**config.mk**
```make
export PLATFORM = sky130hd
export DESIGN_NAME = wav_header_parser_core
export DESIGN_NICKNAME = d
export VERILOG_FILES = /design/src/hdl/wavhp_pkg.sv /design/src/hdl/wav_header_parser_core.sv /design/src/hdl/wavhp_step.sv
export SDC_FILE = /design/constraint.sdc
export NUM_CORES = 2
export LEC_CHECK = 0
export ABC_AREA = 1
export BUFFER_PORTS_ARGS = -buffer_cell sky130_fd_sc_hd__buf_2
export CAP_MARGIN = 20
export CORE_AREA = 2 2 330 332
export CTS_BUF_LIST = sky130_fd_sc_hd__clkbuf_16
export CTS_CLUSTER_SIZE = 16
export DETAILED_ROUTE_END_ITERATION = 7
export DIE_AREA = 0 0 332 334
export GPL_TIMING_DRIVEN = 0
export HOLD_SLACK_MARGIN = 0.03
export PLACE_DENSITY = 0.55
export SYNTH_ARGS = -nofsm -noshare
export SYNTH_HDL_FRONTEND = slang
export SYNTH_SLANG_ARGS = --single-unit
```
**constraint.sdc**
```tcl
create_clock -name clk -period 20.9 [get_ports clk]
set_input_delay 0 -clock clk [delete_from_list [all_inputs] [get_ports clk]]
set_output_delay 0 -clock clk [all_outputs]
set_load 0.005 [all_outputs]
```
**src/hdl/wavhp_pkg.sv**
```systemverilog
// ----------------------------------------------------------------------------
// wavhp_pkg - WAV header parser shared types
// Beat and result payloads, status and walk codes, chunk tags.
// ----------------------------------------------------------------------------
`default_nettype none

package wavhp_pkg;

	localparam logic [31:0] TAG_RIFF = 32'h4646_4952;
	localparam logic [31:0] TAG_WAVE = 32'h4556_4157;
	localparam logic [31:0] TAG_FMT  = 32'h2074_6D66;
	localparam logic [31:0] TAG_DATA = 32'h6174_6164;

	localparam logic [31:0] MIN_LENGTH = 32'd44;

	typedef enum logic [1:0] {
		ST_OK      = 2'd0,
		ST_SHORT   = 2'd1,
		ST_BAD_TAG = 2'd2,
		ST_NO_DATA = 2'd3
	} status_t;

	typedef enum logic [1:0] {
		WALK_PENDING = 2'd0,
		WALK_FOUND   = 2'd1,
		WALK_NONE    = 2'd2
	} walk_t;

	typedef struct packed {
		logic [7:0]  data_byte;
		logic [31:0] file_length;
		logic        last_byte;
	} wavhp_beat_t;

	typedef struct packed {
		logic [15:0] fmt_code;
		logic [15:0] channel_count;
		logic [31:0] samples_per_sec;
		logic [31:0] bytes_per_sec;
		logic [15:0] frame_bytes;
		logic [15:0] sample_bits;
	} wavhp_fmt_t;

	typedef struct packed {
		logic [1:0]  status;
		logic [15:0] fmt_code;
		logic [15:0] channel_count;
		logic [31:0] samples_per_sec;
		logic [31:0] bytes_per_sec;
		logic [15:0] frame_bytes;
		logic [15:0] sample_bits;
		logic [31:0] data_offset;
		logic [31:0] data_size;
	} wavhp_result_t;

	function automatic wavhp_result_t plain_result(input status_t st);
		wavhp_result_t r;
		r        = '0;
		r.status = st;
		return r;
	endfunction

	function automatic wavhp_result_t final_result(input wavhp_fmt_t fmt, input walk_t walk,
		input logic [31:0] start, input logic [31:0] size);
		wavhp_result_t r;
		logic          found;
		found             = (walk == WALK_FOUND);
		r.status          = (found && size != 32'd0) ? ST_OK : ST_NO_DATA;
		r.fmt_code        = fmt.fmt_code;
		r.channel_count   = fmt.channel_count;
		r.samples_per_sec = fmt.samples_per_sec;
		r.bytes_per_sec   = fmt.bytes_per_sec;
		r.frame_bytes     = fmt.frame_bytes;
		r.sample_bits     = fmt.sample_bits;
		r.data_offset     = found ? start + 32'd8 : 32'd0;
		r.data_size       = found ? size : 32'd0;
		return r;
	endfunction

endpackage

`default_nettype wire

```
**src/hdl/wav_header_parser_core.sv**
```systemverilog
// ----------------------------------------------------------------------------
// wav_header_parser_core - streaming RIFF/WAVE header parser
// Input register, parse step and result register.
// ----------------------------------------------------------------------------
// Usage:
//   wav carries one file byte per beat in file order, with the file length
//   (sampled on the first beat) and a last-byte flag that closes the file.
//   hdr carries one result per file: status, the six fmt fields, and the
//   data chunk offset and size.
//   A beat is parsed while it sits in the input register; when the parse step
//   takes it, its result goes to the output register and on to hdr. One byte
//   per cycle is taken for as long as the output register is empty or being
//   drained; the parse step keeps all its state in flip-flops and works each
//   byte with compares and adds of up to 34 bits.
//   Bytes after the result and up to the last-byte flag are taken and
//   dropped. While hdr is stalled with a result held, the input register
//   holds its beat and wav is stalled once that register is full.
//   Reset clears the parser to the start of a file and empties both
//   registers.
// ----------------------------------------------------------------------------
`default_nettype none

module wav_header_parser_core
	import wavhp_pkg::*;
(
	input  wire logic          clk,
	input  wire logic          arst_n,
	input  wire logic          wav_valid,
	output logic               wav_stall,
	input  wire wavhp_beat_t   wav,
	output logic               hdr_valid,
	input  wire logic          hdr_stall,
	output wavhp_result_t      hdr
);

	logic          valid_s1;
	wavhp_beat_t   beat_s1;
	logic          go;
	logic          emit;
	wavhp_result_t res;

	assign go        = valid_s1 && (!hdr_valid || !hdr_stall);
	assign wav_stall = valid_s1 && !go;

	always_ff @(posedge clk or negedge arst_n) begin
		if (!arst_n) begin
			valid_s1 <= 1'b0;
		end else if (!wav_stall) begin
			valid_s1 <= wav_valid;
		end
	end

	always_ff @(posedge clk) begin
		if (!wav_stall && wav_valid) begin
			beat_s1 <= wav;
		end
	end

	wavhp_step u_step (
		.clk    (clk),
		.arst_n (arst_n),
		.go     (go),
		.beat   (beat_s1),
		.emit   (emit),
		.res    (res)
	);

	always_ff @(posedge clk or negedge arst_n) begin
		if (!arst_n) begin
			hdr_valid <= 1'b0;
		end else if (go && emit) begin
			hdr_valid <= 1'b1;
		end else if (!hdr_stall) begin
			hdr_valid <= 1'b0;
		end
	end

	always_ff @(posedge clk) begin
		if (go && emit) begin
			hdr <= res;
		end
	end

	a_stall_only_full: assert property (@(posedge clk) disable iff (!arst_n)
		wav_stall |-> valid_s1 && hdr_valid && hdr_stall)
		else $error("input stalled with room to move");

	a_no_overwrite: assert property (@(posedge clk) disable iff (!arst_n)
		hdr_valid && hdr_stall |-> !go)
		else $error("held result overwritten");

	a_beat_parsed: assert property (@(posedge clk) disable iff (!arst_n)
		valid_s1 && !hdr_valid |-> go)
		else $error("beat not parsed with output free");

endmodule

`default_nettype wire

```
**src/hdl/wavhp_step.sv**
```systemverilog
// ----------------------------------------------------------------------------
// wavhp_step - per-byte parse step
// Holds the parser state and works one registered beat per cycle, while go
// is high, into an optional result.
// ----------------------------------------------------------------------------
`default_nettype none

module wavhp_step
	import wavhp_pkg::*;
(
	input  wire logic          clk,
	input  wire logic          arst_n,
	input  wire logic          go,
	input  wire wavhp_beat_t   beat,
	output logic               emit,
	output wavhp_result_t      res
);

	logic [31:0] pos_q, pos_n;
	logic [31:0] len_q, len_n;
	logic [31:0] shift_q, shift_n;
	logic [31:0] start_q, start_n;
	logic [31:0] tag_q, tag_n;
	logic [31:0] size_q, size_n;
	wavhp_fmt_t  fmt_q, fmt_n;
	logic        given_q, given_n;
	logic        walk_on_q, walk_on_n;
	walk_t       walk_q, walk_n;

	logic [31:0] w;
	logic [32:0] first_start;
	logic [32:0] pos33;
	logic [32:0] start33;
	logic [33:0] next_start;

	always_comb begin
		pos_n     = pos_q;
		len_n     = len_q;
		shift_n   = shift_q;
		start_n   = start_q;
		tag_n     = tag_q;
		size_n    = size_q;
		fmt_n     = fmt_q;
		given_n   = given_q;
		walk_on_n = walk_on_q;
		walk_n    = walk_q;
		emit      = 1'b0;
		res       = '0;

		w           = {beat.data_byte, shift_q[31:8]};
		first_start = 33'd20 + {1'b0, w};
		pos33       = {1'b0, pos_q};
		start33     = {1'b0, start_q};
		next_start  = {2'b00, start_q} + 34'd8 + {2'b00, w};

		if (!given_q && pos_q == 32'd0) begin
			len_n = beat.file_length;
			if (beat.file_length <= MIN_LENGTH) begin
				emit    = 1'b1;
				res     = plain_result(ST_SHORT);
				given_n = 1'b1;
			end
		end

		if (!given_n) begin
			shift_n = w;
			case (pos_q)
				32'd3: begin
					if (w != TAG_RIFF) begin
						emit    = 1'b1;
						res     = plain_result(ST_BAD_TAG);
						given_n = 1'b1;
					end
				end
				32'd11: begin
					if (w != TAG_WAVE) begin
						emit    = 1'b1;
						res     = plain_result(ST_BAD_TAG);
						given_n = 1'b1;
					end
				end
				32'd15: begin
					if (w != TAG_FMT) begin
						emit    = 1'b1;
						res     = plain_result(ST_BAD_TAG);
						given_n = 1'b1;
					end
				end
				32'd19: begin
					if (first_start <= {1'b0, len_q}) begin
						start_n   = first_start[31:0];
						walk_on_n = 1'b1;
					end else begin
						walk_n = WALK_NONE;
					end
				end
				32'd21: fmt_n.fmt_code        = w[31:16];
				32'd23: fmt_n.channel_count   = w[31:16];
				32'd27: fmt_n.samples_per_sec = w;
				32'd31: fmt_n.bytes_per_sec   = w;
				32'd33: fmt_n.frame_bytes     = w[31:16];
				32'd35: fmt_n.sample_bits     = w[31:16];
				default: ;
			endcase

			// the walk cannot match on the beat that starts it, so old state serves
			if (!given_n && walk_on_q && walk_q == WALK_PENDING) begin
				if (pos33 == start33 + 33'd3) begin
					tag_n = w;
				end else if (pos33 == start33 + 33'd7) begin
					if (tag_q == TAG_DATA) begin
						walk_n = WALK_FOUND;
						size_n = w;
					end else if (next_start <= {2'b00, len_q}) begin
						start_n = next_start[31:0];
					end else begin
						walk_n = WALK_NONE;
					end
				end
			end

			if (!given_n && walk_n != WALK_PENDING && pos_q >= 32'd35) begin
				emit    = 1'b1;
				res     = final_result(fmt_n, walk_n, start_n, size_n);
				given_n = 1'b1;
			end
		end

		if (beat.last_byte) begin
			if (!given_n) begin
				emit = 1'b1;
				if (pos_q < 32'd15) begin
					res = plain_result(ST_BAD_TAG);
				end else begin
					res = final_result(fmt_n, walk_n, start_n, size_n);
				end
			end
			pos_n     = '0;
			len_n     = '0;
			shift_n   = '0;
			start_n   = '0;
			tag_n     = '0;
			size_n    = '0;
			fmt_n     = '0;
			given_n   = 1'b0;
			walk_on_n = 1'b0;
			walk_n    = WALK_PENDING;
		end else if (pos_q != '1) begin
			pos_n = pos_q + 32'd1;
		end
	end

	always_ff @(posedge clk or negedge arst_n) begin
		if (!arst_n) begin
			pos_q     <= '0;
			len_q     <= '0;
			shift_q   <= '0;
			start_q   <= '0;
			tag_q     <= '0;
			size_q    <= '0;
			fmt_q     <= '0;
			given_q   <= 1'b0;
			walk_on_q <= 1'b0;
			walk_q    <= WALK_PENDING;
		end else if (go) begin
			pos_q     <= pos_n;
			len_q     <= len_n;
			shift_q   <= shift_n;
			start_q   <= start_n;
			tag_q     <= tag_n;
			size_q    <= size_n;
			fmt_q     <= fmt_n;
			given_q   <= given_n;
			walk_on_q <= walk_on_n;
			walk_q    <= walk_n;
		end
	end

	// one result per file
	a_single_result: assert property (@(posedge clk) disable iff (!arst_n)
		go && given_q |-> !emit)
		else $error("second result in one file");

	a_short_file: assert property (@(posedge clk) disable iff (!arst_n)
		go && pos_q == 32'd0 && beat.file_length <= MIN_LENGTH
		|-> emit && res.status == ST_SHORT)
		else $error("short file not rejected on first beat");

	a_last_clears: assert property (@(posedge clk) disable iff (!arst_n)
		go && beat.last_byte |=> pos_q == 32'd0 && !given_q && walk_q == WALK_PENDING)
		else $error("parser not cleared after last beat");

	a_last_reports: assert property (@(posedge clk) disable iff (!arst_n)
		go && beat.last_byte && !given_q |-> emit)
		else $error("file ended without a result");

endmodule

`default_nettype wire
```
### Word-level counts from Yosys, hierarchy flattened

Cells that the tools add are included.
Widths: inputs -> output; s select.

| word-level totals | value |
|---|---|
| output and inout port bits | 196 |
| flip-flop bits (word level) | 561 |
| logic and storage cells | 185 |
| input bits | 45 |

| cells by class | value |
|---|---|
| reduce and logical (&&, ||, !) cells | 34 |
| add/subtract/negate cells | 8 |
| magnitude comparators | 5 |
| multiplexer cells | 88 |
| equal/unequal tests | 21 |

Operators by type and width:

| cell | number |
|---|---|
| $mux 194 | 9 |
| $mux 32 | 33 |
| $pmux 194 s3 | 1 |
| $mux 128 | 2 |
| $mux 193 | 1 |
| $eq 32x5->1 const B | 5 |
| $eq 32x33->1 | 2 |
| $add 32x4->32 const B | 2 |
| $eq 32x4->1 const B | 2 |
| $eq 32x6->1 const B | 2 |
| $mux 16 | 4 |
| $ne 32x31->1 const B | 2 |
| $reduce_bool 32->1 | 2 |
| $add 34x32->34 | 1 |
| $le 34x32->1 | 1 |
| $add 32x2->33 const B | 1 |
| $add 32x3->33 const B | 1 |
| $add 32x4->33 const B | 1 |
| $add 5x32->33 const A | 1 |
| $le 33x32->1 | 1 |
| $add 32x1->32 const B | 1 |
| $eq 32x2->1 const B | 1 |
| $eq 32x31->1 const B | 1 |
| $ge 32x6->1 const B | 1 |
| other kinds (18) | 78 |

### Logic depth before layout (Yosys ltp)

| logic depth | value |
|---|---|
| depth in word-level cells | 19 |
| depth in mapped cells | 48 |
| depth with buffers taken out | 46 |

### Modules after synthesis

From an unflattened synthesis, not the netlist that was laid out.

| unflattened totals | value |
|---|---|
| cells, all modules | 4616 |
| area total of the unflattened synthesis | 35295.1 um2 |

Modules (own cells, without submodules):

| module | area an instance (um2) | cells each | seq. area each (um2) | times used |
|---|---|---|---|---|
| wavhp_step | 28137.0 | 4366 | 7907.6 | 1 |
| wav_header_parser_core | 7158.1 | 250 | 7106.8 | 1 |

### Worst setup path before layout

No wires, ideal clock.

| path | value |
|---|---|
| path kind | reg2reg |
| start | reg u_step.start_q[4] |
| end | reg hdr[0] in the netlist's numbering (enable) |
| library setup time | 750 ps |
| setup slack | 7413 ps |
| path buffers | 0 |
| required time | 20150 ps |
| data arrival time | 12736 ps |
| clock period less this slack | 13487 ps |
| cell stages (with the launch flop) | 37 |
| cells stage by stage | dfrtp_1 ha_1 nand3_4 nor2_4 nand2_4 xor2_1 ha_1 nand2_1 nor2_1 nand2_1 nor4_1 nor2_1 o21ai_0 a21o_1 xor2_1 ha_1 a21oi_1 nor2_1 nor2_1 nand2_1 a21oi_1 nand2_1 nand2_1 nand2_1 nand2_1 nand2_1 nand2_1 nand2_1 nand2_2 o211ai_1 o21ai_2 nand2_2 nor2_1 nand2_1 nand2_1 a21oi_1 nor2_1 |

| between the ends | value |
|---|---|
| cells in the longest elaborated chain, start to end | 17 |
| elaborated cells between the ends (all ways) | 23 |
| classes of those cells | add/sub (4); order compare (1); eq/ne (2); mux (12); reduce/logical (4) |

Ends and longest elaborated chain:

| element | line | source |
|---|---|---|
| start: declaration | wavhp_step.sv:22 | `logic [31:0] start_q, start_n;` |
| start signal: assignment | wavhp_step.sv:169 | `start_q <= start_n;` |
| $add 32x4->33 | wavhp_step.sv:54 | `next_start = {2'b00, start_q} + 34'd8 + {2'b00, w};` |
| $add 34x32->34 | wavhp_step.sv:54 |  |
| $le 34x32->1 | wavhp_step.sv:114 | `end else if (next_start <= {2'b00, len_q}) begin` |
| $mux 2 | wavhp_step.sv:114 |  |
| $mux 2 | wavhp_step.sv:111 | `if (tag_q == TAG_DATA) begin` |
| $mux 2 | wavhp_step.sv:110 | `end else if (pos33 == start33 + 33'd7) begin` |
| $mux 2 (*) | wavhp_step.sv:108 | `if (pos33 == start33 + 33'd3) begin` |
| $mux 2 (*) | wavhp_step.sv:107 | `if (!given_n && walk_on_q && walk_q == WALK_PENDING) begin` |
| $mux 2 (*) | wavhp_step.sv:65 | `if (!given_n) begin` |
| $reduce_bool 2->1 (*) | wavhp_step.sv:122 | `if (!given_n && walk_n != WALK_PENDING && pos_q >= 32'd35) begin` |
| $logic_and 1x1->1 (*) (2 in series) | wavhp_step.sv:122 |  |
| $mux 1 | wavhp_step.sv:122 |  |
| $mux 1 | wavhp_step.sv:65 |  |
| $mux 1 | wavhp_step.sv:130 | `if (!given_n) begin` |
| $mux 1 (*) | wavhp_step.sv:129 | `if (beat.last_byte) begin` |
| $logic_and 1x1->1 (*) | wav_header_parser_core.sv:79 | `if (go && emit) begin` |
| end signal: assignment | wav_header_parser_core.sv:80 | `hdr <= res;` |
| end: declaration | wav_header_parser_core.sv:33 | `output wavhp_result_t hdr` |

Every way passes the cells marked *; elsewhere a longest branch is shown, timed or not. The select of a mux whose other input is x is not followed.
A chain may end at the register's enable or synchronous reset.

### Worst setup path in the final report

| path | value |
|---|---|
| start | reg u_step.start_q[4] |
| end | reg hdr[114] in the netlist's numbering (enable) |

Same word-level chain as after synthesis.

==> impl_metrics.csv <==
group,metric,value,unit
outcome,status,"finished, violations left",
outcome,violations,"DRC",
global_routing,grt_pass1_vias,35500,
critical_path,required,21230,ps
cts,post_cts_resized,0,
route,avgRoutedWirePerCell,24.4,um
route,vias_per_cell,5.54,
die,die_h,334,um
cts,cts.sinks,553,
critical_path,endpoint_kind,"flip-flop",
critical_path,reg2reg_from,"u_step.start_q[4]$_DFFE_PN0P_",
placed_design,place_congestion,1.03,
placed_design,hpwl,126000,um
timing,clock.fmax,110,MHz
placed_design,port-buffer-count,240,
critical_path,slowest_delay,630,ps
pwr,vdd_drop_max,67.8,uV
die,coreArea,0.108,mm^2
route,drcViolationCount,3,
final_layout,drive_above_1_share,11.2,%
route,drt_first_pass_iters,8,
worst_hold_path,hp-start,"wav[9]",
timing,fin_skew,42.2,ps
global_routing,track_usage,28.8,%
timing,min_period,9060,ps
critical_path,path_class,"reg -> reg",
die,die_width,332,um
cts,ctsRootBufferMaster,"clkbuf_16",
synthesis,syn_inst,4864,
timing,post-route-period-util,43.3,%
critical_path,cp_num_buf_inv,4,
critical_path,cp_top_family,"simple AND/OR/NAND/NOR gates",
synthesis,synth_area,0.0363,mm^2
synthesis,synth_nets,5019,
global_routing,overflow,0,
cts,post_cts_buffers,0,
timing,setup_viol_count_final,0,
route,via_count,37300,
timing,hold_violations,0,
timing,worst_pin_slew,1370,ps
cts,h-tree-depth,3,
critical_path,crit_path_start_kind,"flip-flop",
route,drtAntennaViolNets,0,
cts,clockBufferDepth,3,
worst_hold_path,hp-class,"in -> reg",
placed_design,post-place-ws,12110,ps
die,ios,241,
critical_path,slowest_stage,"dfrtp_1",
global_routing,antenna_found_initial,4,
global_routing,grt_pass1_wl,236000,um
flow_run,cap_violations,0,
timing,timing.slew.headroom,8.05,%
timing,setup_tns,0,ps
critical_path,crit_top_cell,"nand2_1",
die,initial_core_util,33.6,%
critical_path,cp.arrival,9390,ps
pwr,powerDensity,130,mW/mm^2
cts,cts_tree,"done",
synthesis,ys_types,64,
die,core.rowCount,121,
cts,worstSkewPairLatency,670,ps
critical_path,cp_max_fo,37,
synthesis,ys_ff_latch,553,
pwr,leakage,19.7,nW
synthesis,synth_flop_cell,"dfrtp_1",
cts,postCtsHoldBufs,62,
synthesis,avgSynthCellArea,7.46,um^2
cts,cts_buffers,69,
route,drtIter0Drc,4368,
final_layout,nets,5410,
critical_path,worstSetupStartpoint,"u_step.start_q[4]$_DFFE_PN0P_",
die,dieArea,0.111,mm^2
timing,grt_setup_unrepaired,"false",
final_layout,synthToLayoutAreaGrowth,17.4,%
timing,setup_ws,11840,ps
timing,finalMaxSlewViolations,0,
synthesis,ys_async_sr_fraction,57.5,%
global_routing,grt_max_degree,91,
synthesis,synth_edf_count,235,
cts,cts.clk_slew.worst_paths,60,ps
route,wl,164000,um
synthesis,ys_warn_count,0,
synthesis,yosysSeqAreaShare,41.4,%
[layout by cell type (no fill, tap or decap), types with 10 or more instances in the layout]
cell	count
nor2_2	22
o211ai_1	10
buf_2	312
inv_1	532
xor2_1	127
o21bai_1	10
o21ai_0	419
o21ai_1	47
nand2_2	26
o22ai_1	290
ha_1	109
buf_4	17
clkinv_1	17
clkbuf_1	140
a21o_1	10
clkbuf_16	71
a21oi_1	129
o22ai_2	20
xnor2_1	23
dlygate4sd3_1	61
nand3_1	279
nand4_1	79
nor2_4	16
nand2_1	1339
nor4_1	38
inv_2	19
nor2_1	371
edfxtp_1	235
dfrtp_1	318
o31ai_1	10
nor3_1	70
[stage by stage]
step | hold slack, ps | instances | power (mW) | util, % | instance area (um^2)
floorplan | -296 | 4864 | 3.22 | - | 36300
global placement | 178 | 6518 | 4.21 | 36.4 | 39200
detailed placement | 42.8 | 6534 | 4.21 | 36.7 | 39600
CTS | 30.5 | 6724 | 5.49 | 39.5 | 42600
global route | 48.1 | 6726 | 5.84 | 39.5 | 42600
finish | 67.0 | 6729 | 5.54 | 39.5 | 42600
[power breakdown]
part | leakage, nW | switching, mW | total [mW] | internal [mW]
combinational | 11.8 | 1.82 | 2.59 | 0.768
clock | 1.19 | 0.524 | 1.26 | 0.738
sequential | 6.64 | 0.214 | 1.69 | 1.48
total | 19.7 | 2.56 | 5.54 | 2.99
[path summary, 6_finish.rpt]
path,cells past startpoint,slack [ps],to
setup / recovery,40,11840,hdr[114]$_DFFE_PP_
setup reg to reg,40,11840,hdr[114]$_DFFE_PP_
max in group asynchronous,6,19060,u_step.fmt_q[86]$_DFFE_PN0P_
hold reg to reg,2,490,u_step.tag_q[23]$_DFFE_PN0P_
hold / removal,2,70,beat_s1[9]$_DFFE_PP_
min in group asynchronous,4,500,u_step.pos_q[30]$_DFFE_PN0P_
[flip-flops by register name (all words and copies together) (netlist names)]
register	flops
u_step.fmt_q	128
valid_s1	1
u_step.tag_q	32
u_step.start_q	32
u_step.shift_q	24
u_step.walk_q	2
u_step.size_q	32
u_step.pos_q	32
u_step.given_q	1
u_step.len_q	32
u_step.walk_on_q	1
beat_s1	41
hdr	194
hdr_valid	1
[area by class of cell]
cell class                      count  area, um^2
Fill cell                       11200       65200
Multi-Input combinational cell   3518       18100
Sequential cell                   553       15000
Timing Repair Buffer              320        2160
Inverter                          545        2050
Clock buffer                       71        1780
Tap cell                         1414        1770
Buffer                            248        1150
Clock inverter                     57         587
Antenna cell                        3        7.51
[cells by family after synthesis]
logic type	synth area share, %
XOR/XNOR	3.62
AO/OA/AOI/OAI	15.6
adder cells (fa/ha/maj)	3.82
buffers and inverters	8.83
flip-flops	41.4
AND/OR/NAND/NOR	26.8
[synthesized netlist by cell type, types with 9 or more instances]
| cell type | instances | area (um^2) |
|---|---|---|
| clkbuf_1 | 140 | 526 |
| a21oi_1 | 129 | 646 |
| edfxtp_1 | 235 | 7060 |
| o21ai_0 | 419 | 2100 |
| nand2_2 | 26 | 163 |
| nor2_2 | 22 | 138 |
| o22ai_1 | 290 | 1810 |
| o21bai_1 | 10 | 75.1 |
| o21ai_1 | 47 | 235 |
| ha_1 | 109 | 1360 |
| nor2_1 | 372 | 1400 |
| inv_1 | 522 | 1960 |
| buf_4 | 15 | 113 |
| buf_1 | 9 | 33.8 |
| xor2_1 | 127 | 1110 |
| nor4_1 | 38 | 238 |
| buf_2 | 73 | 365 |
| o211ai_1 | 10 | 75.1 |
| nor3_1 | 70 | 350 |
| inv_2 | 18 | 67.6 |
| nand4_1 | 79 | 494 |
| nand2_1 | 1339 | 5030 |
| nor2_4 | 15 | 169 |
| a21o_1 | 10 | 75.1 |
| o22ai_2 | 20 | 250 |
| xnor2_1 | 23 | 201 |
| dfrtp_1 | 318 | 7960 |
| o31ai_1 | 10 | 75.1 |
| nand3_1 | 279 | 1400 |
[per-layer routing]
layer | GRT usage, % | wire length, um | up-vias
met5 | 0 | 130 | -
met2 | 46.5 | 74800 | 1828
li1 | - | - | 17200
met1 | 36.3 | 66300 | 17800
met3 | 6.05 | 13400 | 443
met4 | 15.5 | 9760 | 6
Power figures use the tool's default switching activity.
